## src/design/gcr_pkg.sv

```systemverilog
`timescale 1ns / 1ps
package gcr_pkg;

  localparam int AXES    = 4;
  localparam int RAW_W   = 12;
  localparam int GAIN_W  = 10;
  localparam int AXIS_W  = 20;
  localparam int BTN_W   = 64;
  localparam int BIT_W   = 7;
  localparam int STEP_W  = 19;
  localparam int PROD_W  = 22;
  localparam int QUO_W   = 15;

  localparam logic [RAW_W-1:0] CENTER = 12'd2048;

  // truncating divide by 100 for products below 2**21: (p * RECIP) >> RECIP_SHIFT
  localparam logic [PROD_W-1:0] RECIP_100   = 22'd2684355;
  localparam int                RECIP_SHIFT = 28;

  localparam logic [7:0] REPORT_ID_OK = 8'h01;

  // configuration register indexes
  localparam logic [2:0] REG_TUNING_POS  = 3'd0;
  localparam logic [2:0] REG_TUNING_NEG  = 3'd1;
  localparam logic [2:0] REG_DEADZONE    = 3'd2;
  localparam logic [2:0] REG_SCALE       = 3'd3;
  localparam logic [2:0] REG_STEP_LIMIT  = 3'd4;
  localparam logic [2:0] REG_SWITCH_BIT  = 3'd5;
  localparam logic [2:0] REG_LCLICK_BIT  = 3'd6;
  localparam logic [2:0] REG_RCLICK_BIT  = 3'd7;

  // hat codes
  localparam logic [7:0] HAT_N  = 8'd0;
  localparam logic [7:0] HAT_NE = 8'd1;
  localparam logic [7:0] HAT_E  = 8'd2;
  localparam logic [7:0] HAT_SE = 8'd3;
  localparam logic [7:0] HAT_S  = 8'd4;
  localparam logic [7:0] HAT_SW = 8'd5;
  localparam logic [7:0] HAT_W  = 8'd6;
  localparam logic [7:0] HAT_NW = 8'd7;

  // per-report data that travels beside the axis lanes
  typedef struct packed {
    logic             switch_held;
    logic [BTN_W-1:0] buttons;
    logic             up;
    logic             right;
    logic             down;
    logic             left;
  } side_t;

endpackage

```

## src/design/gcr_lane.sv

```systemverilog
`timescale 1ns / 1ps
module gcr_lane (
  input  logic                                clk,
  input  logic                                en,
  input  logic                                invert,
  input  logic [gcr_pkg::RAW_W-1:0]           raw,
  input  logic [gcr_pkg::GAIN_W-1:0]          gain_pos,
  input  logic [gcr_pkg::GAIN_W-1:0]          gain_neg,
  input  logic [gcr_pkg::RAW_W-1:0]           deadzone,
  input  logic [3:0]                          scale,
  output logic [gcr_pkg::AXIS_W-1:0]          axis
);

  // stage 1: centre, deadzone, gain product
  logic [gcr_pkg::RAW_W-1:0]  mag;
  logic [gcr_pkg::RAW_W-1:0]  mag_dz;
  logic                       neg;
  logic [gcr_pkg::GAIN_W-1:0] gain;
  logic [gcr_pkg::PROD_W-1:0] prod1;

  logic [gcr_pkg::PROD_W-1:0] s1_prod;
  logic [gcr_pkg::RAW_W-1:0]  s1_mag;
  logic                       s1_neg;
  logic                       s1_gz;

  // stage 2: reciprocal multiply for the divide by 100
  logic [2*gcr_pkg::PROD_W-1:0] prod2;
  logic [gcr_pkg::QUO_W-1:0]    s2_quo;
  logic [gcr_pkg::RAW_W-1:0]    s2_mag;
  logic                         s2_neg;
  logic                         s2_gz;

  // stage 3: optional scale and sign
  logic [gcr_pkg::QUO_W-1:0]    mag3;
  logic [3:0]                   sc;
  logic [gcr_pkg::AXIS_W-2:0]   prod3;
  logic [gcr_pkg::AXIS_W-1:0]   val3;

  always_comb begin
    if (raw >= gcr_pkg::CENTER) begin
      mag = raw - gcr_pkg::CENTER;
    end else begin
      mag = gcr_pkg::CENTER - raw;
    end
    neg    = invert ? (raw > gcr_pkg::CENTER) : (raw < gcr_pkg::CENTER);
    mag_dz = (deadzone != '0 && mag < deadzone) ? '0 : mag;
    gain   = neg ? gain_neg : gain_pos;
    prod1  = {{(gcr_pkg::PROD_W-gcr_pkg::RAW_W){1'b0}}, mag_dz}
           * {{(gcr_pkg::PROD_W-gcr_pkg::GAIN_W){1'b0}}, gain};
  end

  always_ff @(posedge clk) begin
    if (en) begin
      s1_prod <= prod1;
      s1_mag  <= mag_dz;
      s1_neg  <= neg;
      s1_gz   <= (gain == '0);
    end
  end

  assign prod2 = {{gcr_pkg::PROD_W{1'b0}}, s1_prod}
               * {{gcr_pkg::PROD_W{1'b0}}, gcr_pkg::RECIP_100};

  always_ff @(posedge clk) begin
    if (en) begin
      s2_quo <= prod2[gcr_pkg::RECIP_SHIFT +: gcr_pkg::QUO_W];
      s2_mag <= s1_mag;
      s2_neg <= s1_neg;
      s2_gz  <= s1_gz;
    end
  end

  always_comb begin
    mag3  = s2_gz ? {{(gcr_pkg::QUO_W-gcr_pkg::RAW_W){1'b0}}, s2_mag} : s2_quo;
    sc    = (scale == 4'd0) ? 4'd1 : scale;
    prod3 = {4'b0, mag3} * {{(gcr_pkg::AXIS_W-5){1'b0}}, sc};
    val3  = s2_neg ? (-{1'b0, prod3}) : {1'b0, prod3};
  end

  always_ff @(posedge clk) begin
    if (en) begin
      axis <= val3;
    end
  end

endmodule

```

## config.mk

```make
export PLATFORM = sky130hd
export DESIGN_NAME = gcr_lane
export DESIGN_NICKNAME = d
export VERILOG_FILES = /design/src/design/gcr_pkg.sv /design/src/design/gcr_lane.sv
export SDC_FILE = /design/constraint.sdc
export NUM_CORES = 1
export LEC_CHECK = 0
export ABC_AREA = 0
export BUFFER_PORTS_ARGS = -buffer_cell sky130_fd_sc_hd__buf_2
export CAP_MARGIN = 10
export CORE_UTILIZATION = 50
export DETAILED_ROUTE_END_ITERATION = 16
export PLACE_DENSITY = 0.67
export SLEW_MARGIN = 15
export SYNTH_ARGS = -nofsm -noshare
export SYNTH_HDL_FRONTEND = slang
export SYNTH_SLANG_ARGS = --single-unit
```

## constraint.sdc

```tcl
create_clock -name clk -period 9.1 [get_ports clk]
set_input_delay 1.365 -clock clk [delete_from_list [all_inputs] [get_ports clk]]
set_output_delay 1.365 -clock clk [all_outputs]
set_load 0.05 [all_outputs]
```

==> metrics.txt, run 1 <==
status complete, no violations; CTS Root Cell clkbuf_16; Unique masters post-synth 70; hold_buf cts 0; max_cap viols 0; CP Capture Type register; fin. max-slew vios 0; Synthesis Warnings 0; TritonCTS Buffers 9; IO Pins between 70 and 80; FF+latch count, synth 85; skew final ~0.016 ns; Hold Crit Class register to register; Initial Util between 50 and 60%; initial antenna violation count 1; Period minus WS final 8.79 ns; first-pass GRT wire length between 60 and 70 mm; final setup fails 0; DR iter-0 viols 479; gp weighted congestion just under 1; Crit-path slowest cell fa_1; die height roughly 190 um; Synth Flop Type edfxtp_1; Worst Hold Path EP s2_mag[9]; R2R setup slack roughly 2.3 ns; DP HPWL approximately 32 mm; Syn Area/Cell ~10 um^2; RR Startpoint s1_prod[12]; vias in the first global route about 13000; met2 Resource Use GR between 30 and 40%; area grow syn2layout 7.04%; total congestion overflow 0; Inserted Diodes 0; Worst-Skew Late Latency about 0.37 ns; Net Count, Synth approximately 2300; busiest grt layer met2; vias after detailed routing ~12000; FFs w/ async S/R, synth 0%; Die W roughly 190 um; Detailed Route WL around 37 mm; CP Launch Type primary input; unrepaired setup endpoints after global routing no; post-DR vias/cell around 5.4; CTS HTree Levels 3; Final ANT Viol Nets 0; Sink Count between 80 and 90; Slew HR 38.6%; Post-synth EDFFs 85; Final Hold Vio Count 0; Sum Neg Setup Slack 0 ns; # DRC 0; DR WL/cell roughly 17 um; pin count of the biggest net entering global routing 66; share of cells above drive strength 1 8.73%; Reg clk slew, reported paths roughly 0.070 ns; Worst path max stage delay around 0.55 ns; Hold Path Stages 0; crit-path max FO 34; sequential-to-total area share from yosys stat roughly 15%; most used cell, CP a21o_1; gr usage total between 20% and 30%; Hold WS about 0.42 ns; NumNets Final 2405; most frequent cells in the layout inv_1, ha_1, fa_1, edfxtp_1, nor3_1; area of the core roughly 35000 um^2; most common cell after layout, fill and taps aside inv_1; Worst-Margin Slew just over 0.9 ns; critical path required time 9.22 ns; hold_sp s1_mag[9]; post-layout util a little over half; Total Die Area about 36000 um^2; mapped cell area approximately 18000 um^2; num rows ~70; clock buffer depth 2; CTS tree yes; Pre-antenna DRT Iters 5; met3 Track Usage GR ~2.3%; IO Port Bufs 70; Mapped Cells about 1700; fill cell count about 3100; depth of the worst register-to-register path 20; RR Endpoint s2_quo[14]; kind of critical path primary input to register; final worst-path cycle share between 90% and 100%; Highest Clock Rate ~0.11 GHz; CP arrival a little under 9 ns; met1 Usage GRT roughly 28%
==> critical path, delay by kind of cell <==
| kind | cells | cell delay, ns |
|---|---|---|
| fa+ha+maj | 8 | 3.53 |
| xor+xnor | 1 | 0.07 |
| buf+inv | 6 | 0.61 |
| simple gates | 4 | 0.68 |
| compound gates | 14 | 2.40 |
| mux | 1 | 0.24 |
==> logic make-up after synthesis <==
group / after synthesis / share of synthesized area (%)
buffers and inverters: 375 / 8.55
xor gates and xnor gates: 73 / 3.64
adders and majority gates: 607 / 55.2
and+or+nand+nor: 342 / 9.85
DFF: 85 / 14.5
AOI/OAI and AO/OA: 167 / 6.60
muxes: 26 / 1.58
==> per-stage QoR <==
stage               setup WS, ns  instance area [um^2]  instances
detailed placement       -0.0347                 18500       2191
global route              0.0289                 18800       2207
global placement           0.130                 18500       2191
floorplan                 0.0101                 17600       1675
CTS                        0.335                 18800       2207
finish                     0.313                 18800       2207
==> sequential cells by signal (all words and copies together) (netlist names) <==
name     flops
s1_prod     22
axis        20
s2_quo      15
s1_mag      12
s2_mag      12
s1_gz        1
s1_neg       1
s2_gz        1
s2_neg       1
==> worst max-delay path by stage <==
stage / start / endpoint / cells past startpoint
floorplan: raw[0] / s1_prod[19] / 36
global placement: raw[0] / s1_prod[19] / 32
detailed placement: raw[0] / s1_prod[19] / 32
CTS: raw[0] / s1_prod[19] / 32
global route: raw[0] / s1_prod[19] / 32
finish: raw[0] / s1_prod[19] / 34
==> layout make-up <==
type,instances,area [um^2],area share (%)
multi-input cells,1215,13500,72.0
flip-flops and latches,85,2550,13.6
inverters,338,1270,6.75
repair buffers,98,579,3.08
well taps,455,569,3.03
clock buffers,9,225,1.20
clock inverters,7,75.1,0.399
==> timing repair <==
| action | 4_1_cts | 5_1_grt |
|---|---|---|
| resized for setup | 0 | 5 |
| hold endpoints to repair | 0 | 0 |
| setup endpoints to repair | 0 | 3 |
| setup buffers | 0 | 0 |
==> synth_stat cells, types with 4 or more instances <==
| cell type | n | share of area, % |
|---|---|---|
| a211oi_1 | 5 | 0.21 |
| a21o_1 | 22 | 0.94 |
| a21oi_1 | 49 | 1.4 |
| and2_1 | 7 | 0.25 |
| buf_6 | 12 | 0.77 |
| clkbuf_1 | 20 | 0.43 |
| edfxtp_1 | 85 | 15 |
| fa_1 | 281 | 32 |
| ha_1 | 326 | 23 |
| inv_1 | 337 | 7.2 |
| mux2_2 | 14 | 0.90 |
| mux2i_1 | 12 | 0.68 |
| nand2_1 | 67 | 1.4 |
| nand2b_1 | 10 | 0.36 |
| nand3_1 | 40 | 1.1 |
| nand3b_1 | 4 | 0.17 |
| nand4_1 | 6 | 0.21 |
| nor2_1 | 49 | 1.0 |
| nor2b_1 | 22 | 0.78 |
| nor3_1 | 78 | 2.2 |
| nor4_1 | 10 | 0.36 |
| o21a_1 | 6 | 0.26 |
| o21ai_0 | 25 | 0.71 |
| o21ai_1 | 5 | 0.14 |
| o21bai_1 | 9 | 0.38 |
| o31ai_1 | 5 | 0.21 |
| or3_1 | 32 | 1.1 |
| xnor2_1 | 49 | 2.4 |
| xor2_1 | 24 | 1.2 |
==> layer usage <==
metal	up-vias	routed length [um]
li1	5710	-
met1	5898	16300
met2	257	18500
met3	54	1420
met4	0	654
met5	-	0
Power of run 1 is not shown: default switching activity piles up to over one toggle a cycle in this logic, so the estimate is an artifact.
==> run 2, diff against run 1 <==
--- a/config.mk
+++ b/config.mk
@@ -8,9 +8,11 @@
 export ABC_AREA = 0
 export BUFFER_PORTS_ARGS = -buffer_cell sky130_fd_sc_hd__buf_2
 export CAP_MARGIN = 10
-export CORE_UTILIZATION = 50
+export CELL_PAD_IN_SITES_DETAIL_PLACEMENT = 1
+export CELL_PAD_IN_SITES_GLOBAL_PLACEMENT = 1
+export CORE_UTILIZATION = 47
 export DETAILED_ROUTE_END_ITERATION = 16
-export PLACE_DENSITY = 0.67
+export PLACE_DENSITY = 0.77
 export SLEW_MARGIN = 15
 export SYNTH_ARGS = -nofsm -noshare
 export SYNTH_HDL_FRONTEND = slang
==> metrics.txt, run 2 (synthesis gave the netlist of run 1 again) <==
status complete, no violations; unrepaired setup endpoints after global routing no; Largest Register s1_prod; Crit-path slowest cell fa_1; hold_buf cts 0 (unchanged); largest registers in the final layout s1_prod: 22 flops, axis: 20 flops, s2_quo: 15 flops; Reg clk slew, reported paths 0.07 ns (about the same); Worst-Margin Slew 0.957 ns (+0.0394 ns); IO Port Bufs 70 (unchanged); clock buffer depth 2 (unchanged); fill cell count 4029 (+32%); CTS Root Cell clkbuf_16; TritonCTS Buffers 9 (unchanged); vias in the first global route 14200 (+11%); gr usage total 24.5% (+2.3 points); hold_sp s1_gz; total congestion overflow 0 (unchanged); met1 Usage GRT 29.0% (+0.65 points); Final Hold Vio Count 0 (unchanged); CP Launch Type primary input; Worst path max stage delay 0.56 ns (about the same); NumNets Final 2415 (+0.42%); most used cell, CP a21o_1; area grow syn2layout 7.76%; Pre-antenna DRT Iters 4 (-1); skew final 0.00755 ns (-0.00864 ns); Initial Util 47.9% (-3.0 points); met2 Resource Use GR 46.4% (+6.4 points); Detailed Route WL 44.7 mm (+21%); crit-path max FO 23 (-32%); Hold WS 0.422 ns (+0.00460 ns); RR Startpoint s1_prod[12]; Slew HR 36.0% (-2.6 points); IO Pins 71 (unchanged); Worst-Skew Late Latency 0.36 ns (about the same); first-pass GRT wire length 73.1 mm (+16%); Sink Count 85 (unchanged); Total Die Area 38100 um^2 (+6.3%); Worst Hold Path EP s2_gz; depth of the worst register-to-register path 20 (unchanged); DR WL/cell 20.1 um (+20%); Hold Path Stages 0 (unchanged); vias after detailed routing 12300 (+3.3%); RR Endpoint s2_quo[14]; # DRC 0 (unchanged); met3 Track Usage GR 2.42% (+0.14 points); max_cap viols 0 (unchanged); final worst slack 0.403 ns (+0.0893 ns); cell family with most CP delay adder cells; CTS tree yes; share of cells above drive strength 1 9.48% (+0.74 points); Worst Path Buf+Inv 6 (unchanged); gp weighted congestion 0.917 (-7.7%); CTS HTree Levels 3 (unchanged); Hold Crit Class register to register; max reg flops 22 (unchanged); CP arrival 8.80 ns (-0.10 ns); die height 195 um (+3.1%); pin count of the biggest net entering global routing 60 (-9.1%); post-DR vias/cell 5.52 (+2.3%); DR iter-0 viols 471 (-1.7%); Period minus WS final 8.70 ns (-0.0893 ns); DP HPWL 38.8 mm (+20%); most common cell after layout, fill and taps aside inv_1; critical path required time 9.21 ns (about the same); final setup fails 0 (unchanged); Place WS -0.130 ns (-0.0956 ns); most frequent cells in the layout inv_1, ha_1, fa_1, edfxtp_1, nor3_1; Inserted Diodes 0 (unchanged); CP Capture Type register; Final ANT Viol Nets 0 (unchanged); Die W 195 um (+3.1%); R2R setup slack 1.95 ns (-0.35 ns); busiest grt layer met2; num rows 70 (+2.9%); fin. max-slew vios 0 (unchanged); area of the core 36700 um^2 (+6.2%); kind of critical path primary input to register; initial antenna violation count 0 (-1); Highest Clock Rate 0.115 GHz (+1.0%); final worst-path cycle share 95.6% (-0.98 points)
-- run 2: how the worst max path moves through the flow --
stage	startpoint	cells after the start	to	slack, ns
3_3_place_gp	raw[0]	35	s1_prod[19]	0.09
2_1_floorplan	raw[0]	36	s1_prod[19]	0.01
5_1_grt	raw[0]	36	s1_prod[19]	0.002
3_5_place_dp	raw[0]	35	s1_prod[19]	-0.13
4_1_cts	raw[0]	35	s1_prod[19]	0.21
6_report	raw[0]	34	s1_prod[19]	0.40
-- run 2: worst reg2reg max path: cells and delay by family (launching register included) --
kind,cells,cell delay (ns)
compound gates,7,1.75
simple gates,2,0.33
xor+xnor,1,0.17
fa+ha+maj,8,3.89
flops,1,0.62
buf+inv,2,0.11
-- run 2: final cells by class --
type	count	area (um^2)	share of cell area [%]
clock buffer	9	225	1.19
multi-input combinational	1215	13500	71.6
tap	468	586	3.09
sequential	85	2550	13.5
timing repair buffer	108	658	3.48
clock inverter	7	92.6	0.489
inverter	338	1270	6.70
-- run 2: stage by stage --
step	area (um^2)	TNS [ns]	utilization, %	instances
floorplan	17600	0	-	1675
global placement	18600	0	50.6	2214
detailed placement	18600	-0.195	50.6	2214
CTS	18900	0	51.5	2230
global route	18900	0	51.6	2230
finish	18900	0	51.6	2230
-- run 2: layer usage --
metal  routed length [um]  vias to the layer above
met5                    0                        -
met4                 1210                        0
met3                 1240                       93
met2                23900                      225
met1                18400                     6285
li1                     -                     5713
-- run 2: repair_timing --
item                       CTS  global route
gates resized for setup      0             9
setup endpoints to repair    0             4
buffers inserted             0             0
Power of run 2 is left out for the same reason.
